`src/design/chrs_pkg.sv`:
```
// ----------------------------------------------------------------------------
// chrs_pkg
// Types, mode codes, register indexes and band tables for the climate
// hysteresis relay scheduler.
// ----------------------------------------------------------------------------
package chrs_pkg;

   // Configuration register indexes
   localparam int CSR_INDEX_W = 3;
   localparam int CSR_DATA_W  = 8;

   localparam logic [CSR_INDEX_W-1:0] CSR_HEAT_ON_BELOW   = 3'd0;
   localparam logic [CSR_INDEX_W-1:0] CSR_HEAT_OFF_AT     = 3'd1;
   localparam logic [CSR_INDEX_W-1:0] CSR_TOO_HOT_AT      = 3'd2;
   localparam logic [CSR_INDEX_W-1:0] CSR_HUMID_ON_BELOW  = 3'd3;
   localparam logic [CSR_INDEX_W-1:0] CSR_HUMID_OFF_AT    = 3'd4;
   localparam logic [CSR_INDEX_W-1:0] CSR_MANUAL_OVERRIDE = 3'd5;
   localparam logic [CSR_INDEX_W-1:0] CSR_WAIT_FACTOR     = 3'd6;

   typedef enum logic [1:0] {
      TM_HEAT = 2'd0,
      TM_OK   = 2'd1,
      TM_HOT  = 2'd2
   } temp_mode_type;

   typedef enum logic {
      HM_HUMIDIFY = 1'b0,
      HM_OK       = 1'b1
   } humid_mode_type;

   typedef struct packed {
      logic signed [7:0] heat_on_below;
      logic signed [7:0] heat_off_at;
      logic signed [7:0] too_hot_at;
      logic [6:0]        humid_on_below;
      logic [6:0]        humid_off_at;
      logic              manual_override;
      logic [3:0]        wait_factor;
   } cfg_type;

   typedef struct packed {
      logic signed [11:0] temp_tenths;
      logic [9:0]         humid_tenths;
   } req_data_type;

   typedef struct packed {
      logic [5:0] heater_seconds;
      logic [4:0] humidifier_seconds;
      logic [5:0] circ_fan_seconds;
      logic [5:0] filter_fan_seconds;
      logic [9:0] wait_seconds;
      logic       overridden;
      logic [1:0] temp_mode;
      logic       humid_mode;
   } rsp_data_type;

   // Duration bands in seconds, entry 0 unused
   localparam logic [5:0] HEAT_TAB [6] = '{6'd0, 6'd8, 6'd14, 6'd19, 6'd26, 6'd35};
   localparam logic [4:0] HUM_TAB  [6] = '{5'd0, 5'd5, 5'd10, 5'd15, 5'd20, 5'd30};
   localparam logic [5:0] FAN_TAB  [6] = '{6'd0, 6'd10, 6'd20, 6'd30, 6'd40, 6'd50};

   localparam logic [9:0] IDLE_WAIT_S   = 10'd60;
   localparam logic [5:0] CIRC_EXTRA_S  = 6'd10;

endpackage

```
`src/design/chrs_if.sv`:
```
// ----------------------------------------------------------------------------
// chrs_if
// Valid/ready channels for readings and schedule results.
// ----------------------------------------------------------------------------
interface chrs_req_if;
   import chrs_pkg::*;

   logic         valid;
   logic         ready;
   req_data_type data;

   modport source (output valid, output data, input ready);
   modport sink   (input valid, input data, output ready);
endinterface

interface chrs_rsp_if;
   import chrs_pkg::*;

   logic         valid;
   logic         ready;
   rsp_data_type data;

   modport source (output valid, output data, input ready);
   modport sink   (input valid, input data, output ready);
endinterface

```
`src/design/chrs_calc.sv`:
```
// ----------------------------------------------------------------------------
// chrs_calc
// Hysteresis update, band lookup and relay schedule for one reading.
// ----------------------------------------------------------------------------
module chrs_calc (
   input  chrs_pkg::cfg_type        cfg,
   input  chrs_pkg::req_data_type   sample,
   input  chrs_pkg::temp_mode_type  temp_mode_cur,
   input  chrs_pkg::humid_mode_type humid_mode_cur,
   output chrs_pkg::temp_mode_type  temp_mode_nxt,
   output chrs_pkg::humid_mode_type humid_mode_nxt,
   output chrs_pkg::rsp_data_type   result
);
   import chrs_pkg::*;

   logic signed [12:0] t13;
   logic signed [12:0] on_t;
   logic signed [12:0] off_t;
   logic signed [12:0] hot_t;
   logic [10:0]        h11;
   logic [10:0]        on_h;
   logic [10:0]        off_h;
   logic signed [13:0] td;
   logic signed [11:0] hd;
   logic [2:0]         hb_idx;
   logic [2:0]         ub_idx;
   logic [2:0]         fb_idx;
   logic [5:0]         hb;
   logic [4:0]         ub;
   logic [5:0]         ub6;
   logic [5:0]         fb;
   logic [5:0]         heater;
   logic [4:0]         humid;
   logic [5:0]         circ;
   logic [5:0]         filter;
   logic [5:0]         wait_base;
   logic               wait_idle;
   logic [9:0]         wait_s;

   // thresholds scaled to tenths
   assign t13   = 13'(sample.temp_tenths);
   assign on_t  = 13'(cfg.heat_on_below) * 13'sd10;
   assign off_t = 13'(cfg.heat_off_at) * 13'sd10;
   assign hot_t = 13'(cfg.too_hot_at) * 13'sd10;
   assign h11   = {1'b0, sample.humid_tenths};
   assign on_h  = 11'({4'b0, cfg.humid_on_below} * 11'd10);
   assign off_h = 11'({4'b0, cfg.humid_off_at} * 11'd10);

   always_comb begin
      temp_mode_nxt = temp_mode_cur;
      if (t13 < on_t) begin
         temp_mode_nxt = TM_HEAT;
      end else if (t13 >= off_t && t13 < hot_t) begin
         temp_mode_nxt = TM_OK;
      end else if (t13 >= hot_t) begin
         temp_mode_nxt = TM_HOT;
      end
   end

   always_comb begin
      humid_mode_nxt = humid_mode_cur;
      if (h11 < on_h) begin
         humid_mode_nxt = HM_HUMIDIFY;
      end else if (h11 >= off_h) begin
         humid_mode_nxt = HM_OK;
      end
   end

   assign td = 14'(off_t) - 14'(t13);
   assign hd = $signed({1'b0, off_h}) - $signed({2'b00, sample.humid_tenths});

   always_comb begin
      if (td <= 14'sd5)       hb_idx = 3'd1;
      else if (td <= 14'sd10) hb_idx = 3'd2;
      else if (td <= 14'sd20) hb_idx = 3'd3;
      else if (td <= 14'sd30) hb_idx = 3'd4;
      else                    hb_idx = 3'd5;

      if (hd < 12'sd50)       ub_idx = 3'd1;
      else if (hd < 12'sd100) ub_idx = 3'd2;
      else if (hd < 12'sd150) ub_idx = 3'd3;
      else if (hd < 12'sd200) ub_idx = 3'd4;
      else                    ub_idx = 3'd5;

      // fan band only for moderate overshoot; everything else gets the top band
      if (td < -14'sd20 && td >= -14'sd40)       fb_idx = 3'd1;
      else if (td < -14'sd40 && td >= -14'sd60)  fb_idx = 3'd2;
      else if (td < -14'sd60 && td >= -14'sd80)  fb_idx = 3'd3;
      else if (td < -14'sd80 && td >= -14'sd100) fb_idx = 3'd4;
      else                                       fb_idx = 3'd5;
   end

   assign hb  = HEAT_TAB[hb_idx];
   assign ub  = HUM_TAB[ub_idx];
   assign ub6 = {1'b0, ub};
   assign fb  = FAN_TAB[fb_idx];

   // schedule uses the updated modes
   always_comb begin
      heater    = '0;
      humid     = '0;
      circ      = '0;
      filter    = '0;
      wait_base = '0;
      wait_idle = 1'b0;
      if (humid_mode_nxt == HM_HUMIDIFY) begin
         case (temp_mode_nxt)
            TM_HEAT: begin
               heater    = hb;
               humid     = ub;
               circ      = hb;
               wait_base = (hb >= ub6) ? hb : ub6;
            end
            TM_OK: begin
               humid     = ub;
               circ      = ub6;
               wait_base = ub6;
            end
            TM_HOT: begin
               humid     = ub;
               circ      = ub6 + CIRC_EXTRA_S;
               filter    = fb;
               wait_base = (fb >= ub6) ? fb : ub6;
            end
            default: begin
               wait_idle = 1'b1;
            end
         endcase
      end else begin
         case (temp_mode_nxt)
            TM_HOT: begin
               circ      = fb;
               filter    = fb;
               wait_base = fb;
            end
            TM_HEAT: begin
               heater    = hb;
               wait_base = hb;
            end
            default: begin
               wait_idle = 1'b1;
            end
         endcase
      end
   end

   assign wait_s = wait_idle ? IDLE_WAIT_S
                             : 10'({4'b0, wait_base} * {6'b0, cfg.wait_factor});

   always_comb begin
      result.overridden = cfg.manual_override;
      result.temp_mode  = temp_mode_nxt;
      result.humid_mode = humid_mode_nxt;
      if (cfg.manual_override) begin
         result.heater_seconds     = '0;
         result.humidifier_seconds = '0;
         result.circ_fan_seconds   = '0;
         result.filter_fan_seconds = '0;
         result.wait_seconds       = '0;
      end else begin
         result.heater_seconds     = heater;
         result.humidifier_seconds = humid;
         result.circ_fan_seconds   = circ;
         result.filter_fan_seconds = filter;
         result.wait_seconds       = wait_s;
      end
   end

endmodule

```
`src/design/climate_hysteresis_relay_scheduler_top.sv`:
```
// ----------------------------------------------------------------------------
// climate_hysteresis_relay_scheduler_top
// Relay on-time scheduler driven by temperature and humidity hysteresis.
// ----------------------------------------------------------------------------
// A reading (temperature and humidity in tenths) is taken on every req_ch
// transfer and yields exactly one schedule on rsp_ch. The block sustains one
// reading per clock while rsp_ch is not stalled: a reading is captured in an
// input register, the hysteresis update, band lookup and schedule are worked
// out in combinational logic, and the schedule lands in a result register,
// which drives rsp_ch.valid. The result register decouples the two sides;
// req_ch.ready drops only when both the input and the result registers are
// full and the consumer is stalling, and it is held low during reset. The
// temperature and humidity modes advance as each reading moves into the
// result register, so readings are applied strictly in arrival order.
// Registers are written through csr_we / csr_index / csr_wdata (unused
// upper data bits ignored, unknown indexes dropped) and are expected to
// change only while the block is idle.
// ----------------------------------------------------------------------------
module climate_hysteresis_relay_scheduler_top (
   input  logic                                clock,
   input  logic                                reset,
   chrs_req_if.sink                            req_ch,
   chrs_rsp_if.source                          rsp_ch,
   input  logic                                csr_we,
   input  logic [chrs_pkg::CSR_INDEX_W-1:0]    csr_index,
   input  logic [chrs_pkg::CSR_DATA_W-1:0]     csr_wdata
);
   import chrs_pkg::*;

   cfg_type        cfg_ff;
   cfg_type        cfg_in;

   // input stage
   logic           s1_valid_ff;
   logic           s1_valid_in;
   req_data_type   s1_data_ff;

   // result stage
   logic           rsp_valid_ff;
   logic           rsp_valid_in;
   rsp_data_type   rsp_data_ff;

   // hysteresis state
   temp_mode_type  temp_mode_ff;
   humid_mode_type humid_mode_ff;
   temp_mode_type  temp_mode_in;
   humid_mode_type humid_mode_in;
   rsp_data_type   calc_result;

   logic           s1_advance;
   logic           req_xfer;

   // result slot frees when empty or being taken this cycle
   assign s1_advance = !rsp_valid_ff || rsp_ch.ready;
   assign req_ch.ready = !reset && (!s1_valid_ff || s1_advance);
   assign req_xfer = req_ch.valid && req_ch.ready;

   assign s1_valid_in  = req_xfer || (s1_valid_ff && !s1_advance);
   assign rsp_valid_in = (s1_valid_ff && s1_advance) || (rsp_valid_ff && !rsp_ch.ready);

   // register writes; only the low bits each register needs are kept
   always_comb begin
      cfg_in = cfg_ff;
      if (csr_we) begin
         case (csr_index)
            CSR_HEAT_ON_BELOW:   cfg_in.heat_on_below   = csr_wdata;
            CSR_HEAT_OFF_AT:     cfg_in.heat_off_at     = csr_wdata;
            CSR_TOO_HOT_AT:      cfg_in.too_hot_at      = csr_wdata;
            CSR_HUMID_ON_BELOW:  cfg_in.humid_on_below  = csr_wdata[6:0];
            CSR_HUMID_OFF_AT:    cfg_in.humid_off_at    = csr_wdata[6:0];
            CSR_MANUAL_OVERRIDE: cfg_in.manual_override = csr_wdata[0];
            CSR_WAIT_FACTOR:     cfg_in.wait_factor     = csr_wdata[3:0];
            default:             cfg_in = cfg_ff;
         endcase
      end
   end

   chrs_calc u_calc (
      .cfg            (cfg_ff),
      .sample         (s1_data_ff),
      .temp_mode_cur  (temp_mode_ff),
      .humid_mode_cur (humid_mode_ff),
      .temp_mode_nxt  (temp_mode_in),
      .humid_mode_nxt (humid_mode_in),
      .result         (calc_result)
   );

   always_ff @(posedge clock) begin
      if (reset) begin
         cfg_ff.heat_on_below   <= 8'sd10;
         cfg_ff.heat_off_at     <= 8'sd60;
         cfg_ff.too_hot_at      <= 8'sd80;
         cfg_ff.humid_on_below  <= 7'd10;
         cfg_ff.humid_off_at    <= 7'd40;
         cfg_ff.manual_override <= 1'b0;
         cfg_ff.wait_factor     <= 4'd4;
         s1_valid_ff            <= 1'b0;
         rsp_valid_ff           <= 1'b0;
         temp_mode_ff           <= TM_OK;
         humid_mode_ff          <= HM_OK;
      end else begin
         cfg_ff       <= cfg_in;
         s1_valid_ff  <= s1_valid_in;
         rsp_valid_ff <= rsp_valid_in;
         // modes commit as the reading moves into the result register
         if (s1_valid_ff && s1_advance) begin
            temp_mode_ff  <= temp_mode_in;
            humid_mode_ff <= humid_mode_in;
         end
      end
   end

   // payload registers
   always_ff @(posedge clock) begin
      if (req_xfer) begin
         s1_data_ff <= req_ch.data;
      end
      if (s1_valid_ff && s1_advance) begin
         rsp_data_ff <= calc_result;
      end
   end

   assign rsp_ch.valid = rsp_valid_ff;
   assign rsp_ch.data  = rsp_data_ff;

endmodule
```
`src/flat_wrapper.sv`:
```
// flat-port wrapper written by rule: the top's interface ports become plain ports
module climate_hysteresis_relay_scheduler_top_flat import chrs_pkg::*;
  (clock, reset, csr_we, csr_index, csr_wdata, req_ch_valid, req_ch_data, req_ch_ready, rsp_ch_valid, rsp_ch_data, rsp_ch_ready);
  chrs_req_if req_ch_i ();
  chrs_rsp_if rsp_ch_i ();
  input  logic clock;
  input  logic reset;
  input  logic csr_we;
  input  logic [chrs_pkg::CSR_INDEX_W-1:0] csr_index;
  input  logic [chrs_pkg::CSR_DATA_W-1:0] csr_wdata;
  input wire logic [$bits(req_ch_i.valid)-1:0] req_ch_valid;
  input wire logic [$bits(req_ch_i.data)-1:0] req_ch_data;
  output wire logic [$bits(req_ch_i.ready)-1:0] req_ch_ready;
  output wire logic [$bits(rsp_ch_i.valid)-1:0] rsp_ch_valid;
  output wire logic [$bits(rsp_ch_i.data)-1:0] rsp_ch_data;
  input wire logic [$bits(rsp_ch_i.ready)-1:0] rsp_ch_ready;
  assign req_ch_i.valid = req_ch_valid;
  assign req_ch_i.data = req_ch_data;
  assign req_ch_ready = req_ch_i.ready;
  assign rsp_ch_valid = rsp_ch_i.valid;
  assign rsp_ch_data = rsp_ch_i.data;
  assign rsp_ch_i.ready = rsp_ch_ready;
  climate_hysteresis_relay_scheduler_top u_core (.clock(clock), .reset(reset), .req_ch(req_ch_i), .rsp_ch(rsp_ch_i), .csr_we(csr_we), .csr_index(csr_index), .csr_wdata(csr_wdata));
endmodule
```
`config.mk`:
```
export PLATFORM = sky130hd
export DESIGN_NAME = climate_hysteresis_relay_scheduler_top_flat
export DESIGN_NICKNAME = d
export VERILOG_FILES = /design/src/design/chrs_pkg.sv /design/src/design/chrs_if.sv /design/src/design/chrs_calc.sv /design/src/design/climate_hysteresis_relay_scheduler_top.sv /design/src/flat_wrapper.sv
export SDC_FILE = /design/constraint.sdc
export NUM_CORES = 1
export LEC_CHECK = 0
export BUFFER_PORTS_ARGS = -buffer_cell sky130_fd_sc_hd__buf_2
export CAP_MARGIN = 20
export CORE_UTILIZATION = 44
export DETAILED_ROUTE_END_ITERATION = 7
export PLACE_DENSITY_LB_ADDON = 0.25
export SLEW_MARGIN = 20
export SYNTH_ARGS = -nofsm -noshare
export SYNTH_HDL_FRONTEND = slang
export SYNTH_SLANG_ARGS = --single-unit
```
`constraint.sdc`:
```
create_clock -name clock -period 11.71 [get_ports clock]
set_input_delay 1.171 -clock clock [delete_from_list [all_inputs] [get_ports clock]]
set_output_delay 1.171 -clock clock [all_outputs]
set_load 0.02 [all_outputs]
```
==> results.yml <==
synth:
  synth_common_cells: "ha_1, nand2_1, inv_1"
  synth_area_per_cell_um2: 8.74
  synthAdderAreaFrac: 0.216
  yosysMostFrequentCell: "ha_1"
  synth_ff_type: "edfxtp_1"
  synthCells: 1102
  synth_mux_area_frac: 0.0138
  synth_area_leaders: "ha_1, edfxtp_1, dfxtp_1"
  synth-compound-area-share: 0.218
  synth_edf_count: 57
  synth_top_family_by_area: "compound AO/OA/AOI/OAI gates"
  synth.top_cell.area_share: 0.184
  yosysSeqAreaShare: 0.278
  synth-seq-cells: 105
  synth_xor_area_frac: 0.0408
  synth_cell_types: 90
  synthSimpleGateAreaFrac: 0.179
  yosysTopAreaCell: "ha_1"
  ys_async_sr_fraction: 0
  synth_fp_nets: 1297
  synthesis.area_um2: 9630
  yosysWarnings: 0
detailed_routing:
  top_layer: "met4"
  first_pass_iters: 4
  ant_nets: 0
  met1_length_mm: 11.2
  vias_per_cell: 5.56
  drc: 0
  drt_iter0_drc: 503
  vias: 8001
  wl_met3_um: 925
  dr_wl_met2_mm: 10.8
  routed_wl_mm: 23.3
  drt-wirelength-per-cell_um: 16.2
clock_network:
  clockBufferDepth: 2
  cts-resized-gates: 0
  insertion_delay_ns: 0.37
  cts_sinks: 105
  post-cts-setup-buffers: 0
  cts_hold_buffers: 0
  cts_tree: "done"
  path_clk_slew_ns: 0.08
  h-tree-depth: 3
  cts_root_buffer: "clkbuf_16"
  cts_made_buffers: 9
pwr:
  netSwitchingFraction: 0.366
  pwr-share-clk: 0.283
  seq_power_share: 0.382
  power.density_nw_per_um2: 105
  p_switching_mw: 0.405
  finalPower_mw: 1.10
  leakage_nw: 4.72
  comb_power_share: 0.335
  p_int_mw: 0.700
  ir_drop_mv: 0.0676
critical_path:
  path_max_fanout: 6
  worstSetupPathType: "reg -> reg"
  endpoint_kind: "register"
  worstPathRequired_ns: 11.82
  crit_path_start_kind: "register"
  slowest_stage: "fa_1"
  reg2reg_depth: 45
  max_stage_delay_ns: 0.60
  worstPathArrival_ns: 9.78
timing:
  slew_viol_final: 0
  period_needed_ns: 9.67
  setup_violations: 0
  tns_ns: 0
  slew_headroom: 0.431
  rsz0062_at_grt: "false"
  fin_crit_sh: 0.826
  finalHoldViolCount: 0
  tightest_slew_ns: 0.854
  finClkSkew_ns: 0.0192
  fmax_mhz: 103
floorplanning:
  chipWidth_um: 150
  start_util: 0.454
  ios: 77
  core_area_um2: 21200
  die_h_um: 150
  dieArea_um2: 22500
  num_rows: 53
finish:
  fin_nets: 1353
  drive_gt1_frac: 0.107
  fill_cells: 2046
  area_delta_synth_final_pct: 9.29
  stdcell_area_um2: 10500
  diodes: 0
min_path:
  holdPathStages: 2
  hp-class: "reg -> reg"
place:
  gp_congestion: 0.930
  port_buffers: 75
  place_area_um2: 10200
  dp_hpwl_mm: 18.2
grt:
  antenna_found_initial: 0
  gr-usage-all-layers: 0.217
  grt_overflow: 0
  grt_pass1_vias: 7634
  grt_pass1_wl_mm: 38.1
  grt_max_degree: 50
outcome:
  outcome: "finished, final reports clean"
run:
  drv_cap: 0
## power groups by stage
| stage | Sequential, mW | Clock (mW) | Combinational [mW] |
|---|---|---|---|
| global route | 0.424 | 0.333 | 0.415 |
| global placement | 0.430 | 0 | 0.361 |
| floorplan | 0.438 | 0 | 0.271 |
| detailed placement | 0.431 | 0 | 0.366 |
| CTS | 0.422 | 0.320 | 0.368 |
| finish | 0.422 | 0.313 | 0.370 |
## worst max-delay path: cells and delay by family, from the launching register on
family,cells,cell delay (ns)
xor gates and xnor gates,2,0.27
DFF,1,0.33
and+or+nand+nor,12,1.41
adders and majority gates,8,2.89
AOI/OAI and AO/OA,19,4.16
muxes,1,0.16
buffers and inverters,3,0.20
## layout make-up
| class | instances | area [um2] | share of cell area |
|---|---|---|---|
| multi-input combinational | 862 | 6430 | 0.611 |
| sequential | 105 | 2670 | 0.254 |
| timing repair buffer | 78 | 398 | 0.0378 |
| inverter | 102 | 383 | 0.0364 |
| tap | 275 | 344 | 0.0327 |
| clock buffer | 9 | 225 | 0.0214 |
| clock inverter | 7 | 68.8 | 0.00654 |
## layer usage
metal	vias up	global-route usage
met5	-	0
met4	0	0.0591
met3	29	0.0274
met2	158	0.366
met1	3699	0.290
li1	4115	-
## layout by cell type (no fill, tap or decap), types with 8 or more instances in the layout
master	Yosys	layout
nor2_1	56	56
a21oi_1	83	83
a31oi_1	8	8
xor2_1	24	24
and3_1	8	8
xnor2_1	19	19
nand2b_1	27	27
dfxtp_1	48	48
ha_1	142	142
buf_2	8	75
and2_1	11	11
nand3b_1	13	13
o22ai_1	13	13
inv_1	102	102
o211ai_1	9	9
edfxtp_1	57	57
mux2i_1	11	11
a211o_1	9	9
nor3_1	13	13
a21o_1	33	33
fa_1	15	15
nand2_1	123	123
o21ai_0	43	43
nor2b_1	23	23
a211oi_1	17	17
clkbuf_16	0	9
nand3_1	24	24
## flip-flops by register name, indices dropped and copies added, names as in the netlist
register / cells
u_core.temp_mode_ff: 2
u_core.rsp_ch.data: 35
u_core.cfg_ff: 43
u_core.humid_mode_ff: 1
u_core.s1_valid_ff: 1
u_core.rsp_ch.valid: 1
u_core.s1_data_ff: 22
## through the flow
stage / instances / hold slack (ns) / util / setup WS [ns]
after floorplan: 1102 / 0.451 / - / 3.10
after global placement: 1422 / 0.473 / 0.482 / 2.35
after detailed placement: 1422 / 0.477 / 0.482 / 2.15
after CTS: 1438 / 0.489 / 0.496 / 2.13
after global routing: 1438 / 0.506 / 0.496 / 1.28
final: 1438 / 0.486 / 0.496 / 2.04
## cell families (layout without fill, tap and decap cells)
group	count (synthesis)	after routing
xor gates and xnor gates	44	44
DFF	105	105
other	1	1
adders and majority gates	157	157
buffers and inverters	135	196
and+or+nand+nor	342	342
muxes	13	13
AOI/OAI and AO/OA	305	305
## path summary, 6_finish.rpt
check,start,endpoint,slack (ns)
hold / removal,u_core.cfg_ff[14],u_core.cfg_ff[14],0.49
setup / recovery,u_core.cfg_ff[29],u_core.rsp_ch.data[13],2.04
setup reg to reg,u_core.cfg_ff[29],u_core.rsp_ch.data[13],2.04
hold reg to reg,u_core.cfg_ff[14],u_core.cfg_ff[14],0.49
(Power assumes the default switching activity.)
